==> src/rtl/tmte_pkg.sv <==
`timescale 1ns / 1ps
// Shared types and constants for the text-mode terminal engine.
// No dependencies.
package tmte_pkg;

    localparam int COLS       = 80;
    localparam int ROWS       = 25;
    localparam int TAB_WIDTH  = 8;
    localparam int TAB_SHIFT  = $clog2(TAB_WIDTH);
    localparam int CELL_COUNT = COLS * ROWS;
    localparam int COPY_N     = (ROWS - 1) * COLS;

    localparam int COL_W  = 7;
    localparam int ROW_W  = 5;
    localparam int ADDR_W = 11;
    localparam int CELL_W = 16;
    localparam int CHAR_W = 8;
    localparam int CLR_W  = 4;

    localparam logic [1:0] OP_PUTC  = 2'd0;
    localparam logic [1:0] OP_CLEAR = 2'd1;
    localparam logic [1:0] OP_FILL  = 2'd2;
    localparam logic [1:0] OP_READ  = 2'd3;

    localparam logic [CHAR_W-1:0] CH_BACKSPACE = 8'h08;
    localparam logic [CHAR_W-1:0] CH_TAB       = 8'h09;
    localparam logic [CHAR_W-1:0] CH_NEWLINE   = 8'h0A;
    localparam logic [CHAR_W-1:0] CH_RETURN    = 8'h0D;
    localparam logic [CHAR_W-1:0] CH_BLANK     = 8'h20;
    localparam logic [CLR_W-1:0]  CLR_WHITE    = 4'hF;

    localparam logic CFG_FG = 1'b0;
    localparam logic CFG_BG = 1'b1;

    typedef enum logic [3:0] {
        K_NOP,
        K_PRINT,
        K_NEWLINE,
        K_TAB,
        K_RETURN,
        K_BACK,
        K_CLEAR,
        K_FILL,
        K_READ
    } t_kind;

    typedef struct packed {
        t_kind             kind;
        logic [CHAR_W-1:0] ch;
        logic [ADDR_W-1:0] index;
    } t_cmd;

endpackage

==> src/rtl/tmte_front.sv <==
`timescale 1ns / 1ps
// Front end: accepts input transactions, decodes them into commands and
// queues them for the executor. Depends on tmte_pkg.
module tmte_front import tmte_pkg::*; (
    input  logic              i_clk,
    input  logic              i_rst_n,
    input  logic              s_axis_tvalid,
    output logic              s_axis_tready,
    input  logic [23:0]       s_axis_tdata,   // [7:0] char_code, [18:8] cell_index
    input  logic [1:0]        s_axis_tuser,   // [1:0] opcode
    output logic              o_cmd_valid,
    output t_cmd              o_cmd,
    input  logic              i_cmd_pop
);

    t_cmd       r_q [2];
    logic       r_wptr;
    logic       r_rptr;
    logic [1:0] r_count;
    logic [1:0] n_count;
    logic       r_in_rdy;
    logic       push;
    logic       pop;
    t_cmd       dec;
    logic [CHAR_W-1:0] ch;

    assign ch = s_axis_tdata[CHAR_W-1:0];

    always_comb begin
        dec.ch    = ch;
        dec.index = s_axis_tdata[CHAR_W +: ADDR_W];
        dec.kind  = K_NOP;
        unique case (s_axis_tuser)
            OP_CLEAR: dec.kind = K_CLEAR;
            OP_FILL:  dec.kind = K_FILL;
            OP_READ:  dec.kind = K_READ;
            OP_PUTC: begin
                if (ch[CHAR_W-1]) begin
                    dec.kind = K_NOP;
                end else if (ch >= CH_BLANK) begin
                    dec.kind = K_PRINT;
                end else begin
                    unique case (ch)
                        CH_NEWLINE:   dec.kind = K_NEWLINE;
                        CH_TAB:       dec.kind = K_TAB;
                        CH_RETURN:    dec.kind = K_RETURN;
                        CH_BACKSPACE: dec.kind = K_BACK;
                        default:      dec.kind = K_NOP;
                    endcase
                end
            end
            default: dec.kind = K_NOP;
        endcase
    end

    assign s_axis_tready = r_in_rdy;
    assign push          = s_axis_tvalid && r_in_rdy;
    assign pop           = i_cmd_pop && (r_count != 2'd0);
    assign o_cmd_valid   = (r_count != 2'd0);
    assign o_cmd         = r_q[r_rptr];

    always_comb begin
        n_count = r_count + {1'b0, push} - {1'b0, pop};
    end

    always_ff @(posedge i_clk) begin
        if (!i_rst_n) begin
            r_wptr   <= 1'b0;
            r_rptr   <= 1'b0;
            r_count  <= 2'd0;
            r_in_rdy <= 1'b0;
        end else begin
            if (push) begin
                r_wptr <= ~r_wptr;
            end
            if (pop) begin
                r_rptr <= ~r_rptr;
            end
            r_count  <= n_count;
            r_in_rdy <= (n_count != 2'd2);
        end
    end

    always_ff @(posedge i_clk) begin
        if (push) begin
            r_q[r_wptr] <= dec;
        end
    end

endmodule

==> config.mk <==
export PLATFORM = sky130hd
export DESIGN_NAME = tmte_front
export DESIGN_NICKNAME = d
export VERILOG_FILES = /design/src/rtl/tmte_pkg.sv /design/src/rtl/tmte_front.sv
export SDC_FILE = /design/constraint.sdc
export NUM_CORES = 1
export LEC_CHECK = 0
export BUFFER_PORTS_ARGS = -buffer_cell sky130_fd_sc_hd__buf_2
export CELL_PAD_IN_SITES_DETAIL_PLACEMENT = 0
export CELL_PAD_IN_SITES_GLOBAL_PLACEMENT = 1
export CORE_MARGIN = 2
export CORE_UTILIZATION = 38
export DETAILED_ROUTE_END_ITERATION = 16
export PLACE_DENSITY_LB_ADDON = 0.1
export SYNTH_ARGS = -nofsm -noshare
export SYNTH_HDL_FRONTEND = slang
export SYNTH_SLANG_ARGS = --single-unit
==> constraint.sdc <==
create_clock -name i_clk -period 1.8 [get_ports i_clk]
set_input_delay 0.18 -clock i_clk [delete_from_list [all_inputs] [get_ports i_clk]]
set_output_delay 0.18 -clock i_clk [all_outputs]
set_load 0.01 [all_outputs]
# ---- Word level (Yosys, flattened, before mapping)
# Memories as Yosys holds them, arrays and structs flattened. A register that Yosys moved wholly into a read port is not among the register bits.
# Cells that the tools add are included.
# Widths: inputs -> output; s select.
dict set report classes {
  n_addsub 2
  eq_ne 8
  n_bitwise 2
  mux 8
  magnitude_cmp 1
  reduce_logical 4
}
# operator n
set ops {}
lappend ops {{$eq 8x4->1 const B} 4}
lappend ops {{$pmux 4 s4} 1}
lappend ops {{$pmux 3 s4} 1}
lappend ops {{$ge 8x6->1 const B} 1}
lappend ops {{$mux 3} 2}
lappend ops {{$eq 2x2->1 const B} 2}
lappend ops {{$mux 1} 4}
lappend ops {{$add 2x1->2} 1}
lappend ops {{$eq 2x1->1 const B} 1}
lappend ops {{$logic_and 1x1->1} 2}
lappend ops {{$logic_not 2->1} 1}
lappend ops {{$ne 2x2->1 const B} 1}
lappend ops {{$not 1->1} 2}
lappend ops {{$reduce_bool 2->1} 1}
lappend ops {{$sub 2x1->2} 1}
dict set report totals {
  ram_bits 46
  output_inout_bits 25
  word_cells 30
  input_bits 30
  memories 1
  regBits 5
}
# memory depth word_bits rd rd_clocked_by_memory_dff write_ports line
set mem_list {}
lappend mem_list {r_q 2 23 1 1 1 tmte_front.sv:16} ;# t_cmd r_q [2];

# ---- Longest topological paths before layout
dict set report logic_depth {
  word_depth 5
  depth_mapped 7
}

# ---- Least setup slack after synthesis
# No wires, ideal clock.
dict set report synth_timing {
  kind {register to register}
  startpoint {register r_in_rdy (netlist: s_axis_tready)}
  endpoint {memory r_q[0][0] in the netlist's numbering (enable)}
  stages_incl_launch_ff 3
  path_buffers 0
  setup_time_ps 404
  period_less_slack_ps 1893
  slack_ps -93
  arrival_ps 1489
  path_cell_list {dfxtp_1 nand2_1 nor2_1}
}
dict set report synth_via {
  elab_chain_len 3
}
# element line
set synth_lines {}
lappend synth_lines {{from (decl)} tmte_front.sv:21} ;# logic r_in_rdy;
lappend synth_lines {{from (signal assigned)} tmte_front.sv:80} ;# r_in_rdy <= (n_count != 2'd2);
lappend synth_lines {{$logic_and 1x1->1} tmte_front.sv:57} ;# assign push = s_axis_tvalid && r_in_rdy;
lappend synth_lines {{$mux 1} tmte_front.sv:85} ;# if (push) begin
lappend synth_lines {{$mux 1 (not written as such)} tmte_front.sv:86} ;# r_q[r_wptr] <= dec;
lappend synth_lines {{to (decl)} tmte_front.sv:16}
# No other way between the ends.

==> impl_metrics.json <==
{
  "worstSkewPairLatency_ps": 300,
  "drtIter0Drc": 61,
  "final_cell_mix": "buf_2 (49), edfxtp_1 (46), mux2_2 (23), dfxtp_1 (6)",
  "die_area_sq_um": 5860,
  "critPathTopFamily": "buffers and inverters",
  "antenna_left": 0,
  "layout_min_cycle_time_ps": 1630,
  "grt_first_pass_wirelength_microns": 5350,
  "grt_pass1_vias": 1141,
  "vias": 1086,
  "wirelength_microns": 3210,
  "route.detailed.drc": 0,
  "synthesis.nets": 140,
  "critPathKind": "reg2out",
  "antenna_found_initial": 0,
  "core_sq_um": 5110,
  "cp_max_fo": 23,
  "setup_viol": 0,
  "wl_per_cell_microns": 13.5,
  "num-nets-final": 199,
  "postCtsSetupRepairBufs": 0,
  "die_w_microns": 76.5,
  "ioPinCount": 55,
  "synth_cell_types": 19,
  "drv_cap": 0,
  "cts_tree": "yes",
  "ys_ff_latch": 52,
  "slew_violations": 0,
  "hpwl_microns": 2240,
  "drive_gt1_share_pct": 51.8,
  "p_leak_nw": 0.917,
  "path_clk_slew_ps": 90,
  "holdBufCountCts": 0,
  "cp.arrival_ps": 1450,
  "htreeDepth": 2,
  "gp_congestion": 0.730,
  "path_cells": "buf_4, mux2_2, buf_2",
  "hold_path.class": "in2reg",
  "ys_seq_area_share_pct": 75.1,
  "grt_overflow": 0,
  "crit_slowest_cell": "mux2_2",
  "reg2reg_slack_ps": 210,
  "irDropWorstVdd_v": 0.000492,
  "power.density_nw_per_um2": 1240,
  "slew_headroom_pct": 74.5,
  "path_buf_inv": 2,
  "syn-cell-area_sq_um": 2000,
  "power_mw": 3.02,
  "outcome": "finished clean",
  "synthCells": 108,
  "critPathLaunchType": "flip-flop",
  "tightest_slew_ps": 382,
  "mostFrequentLayoutCell": "buf_2",
  "hold_viol": 0,
  "firstDrtPassIters": 4,
  "viasPerCell": 4.56,
  "grt.total_usage_pct": 12.0,
  "utilization_pct": 47.8,
  "clock-root-buffer": "clkbuf_8",
  "fmax_mhz": 612,
  "row_count": 26,
  "io_buffers": 49,
  "syn_avg_cell_area_sq_um": 18.5,
  "start_util_pct": 39.1,
  "die_h_microns": 76.5,
  "grt_max_degree": 24,
  "cts_buffers": 5,
  "cp-end-kind": "output pin",
  "areaGrowthSynthToFinish_pct": 22.0,
  "min_period_over_period_pct": 90.8,
  "cts.sink_count": 52,
  "clock_path_buffers": 2,
  "clock-skew-final_ps": 9.78,
  "diodes": 0,
  "cts_resized": 0,
  "tns_ps": 0,
  "synth_warnings": 0,
  "max_stage_delay_ps": 390,
  "rsz0062_at_grt": "no",
  "crit_required_ps": 1620
}
stage by stage:
step                hold slack [ps]  cells  cell area (sq um)  setup WS, ps
finish                         66.9    238               2440           166
global route                   48.1    238               2440          86.5
CTS                            58.9    238               2440           139
detailed placement              374    230               2360           209
global placement                369    230               2360           229
floorplan                       279    108               2000           278
report_power, final:
part | switching, mW | leakage, nW | total, mW | internal [mW]
Sequential | 0.0444 | 0.471 | 1.54 | 1.49
Combinational | 0.444 | 0.400 | 0.868 | 0.424
Clock | 0.350 | 0.0453 | 0.615 | 0.264
registers in the layout, indices dropped and copies added, names as in the netlist, named ones only:
register,cells
r_q,46
r_count,2
r_rptr,1
r_wptr,1
s_axis_tready,1
logic make-up after synthesis:
group / Yosys count / share of synthesized area [%]
compound gates: 7 / 2.50
buf+inv: 4 / 1.13
mux: 23 / 13.0
flops: 52 / 75.1
xor+xnor: 6 / 2.63
simple gates: 14 / 4.44
fa+ha+maj: 2 / 1.25
routing by layer:
metal | vias up | GRT usage [%] | part of all wire (%)
li1 | 525 | - | -
met3 | 2 | 4.62 | 5.6
met5 | - | 0 | 0
met2 | 35 | 18.9 | 49
met1 | 524 | 14.7 | 45
met4 | 0 | 4.91 | 0.72
cells in the mapped netlist (all sizes together):
| master | instances | area [sq um] |
|---|---|---|
| and3 | 1 | 6.26 |
| nor2b | 3 | 18.8 |
| nor4b | 2 | 23.8 |
| and2 | 3 | 18.8 |
| xor2 | 2 | 17.5 |
| xnor2 | 4 | 35.0 |
| nand2 | 2 | 7.51 |
| ha | 2 | 25.0 |
| o21a | 3 | 22.5 |
| mux2 | 23 | 259 |
| dfxtp | 6 | 120 |
| inv | 2 | 7.51 |
| o31ai | 3 | 22.5 |
| buf | 2 | 15.0 |
| o21ai | 1 | 5.00 |
| nor2 | 2 | 7.51 |
| edfxtp | 46 | 1380 |
| or2 | 1 | 6.26 |
path summary, 6_finish.rpt:
check                   start             to  cells after the start
max                 flip-flop      o_cmd[20]                      3
max reg2reg        r_count[1]  s_axis_tready                      7
min          s_axis_tdata[16]      r_q[1][8]                      1
min reg2reg            r_rptr         r_rptr                      2
area by class of cell:
class | count | area [sq um]
tap | 70 | 87.6
multi-input combinational | 52 | 478
sequential | 52 | 1500
fill | 461 | 2670
clock buffer | 5 | 68.8
timing repair buffer | 54 | 283
inverter | 2 | 7.51
clock inverter | 3 | 13.8
(Power assumes the default switching activity.)
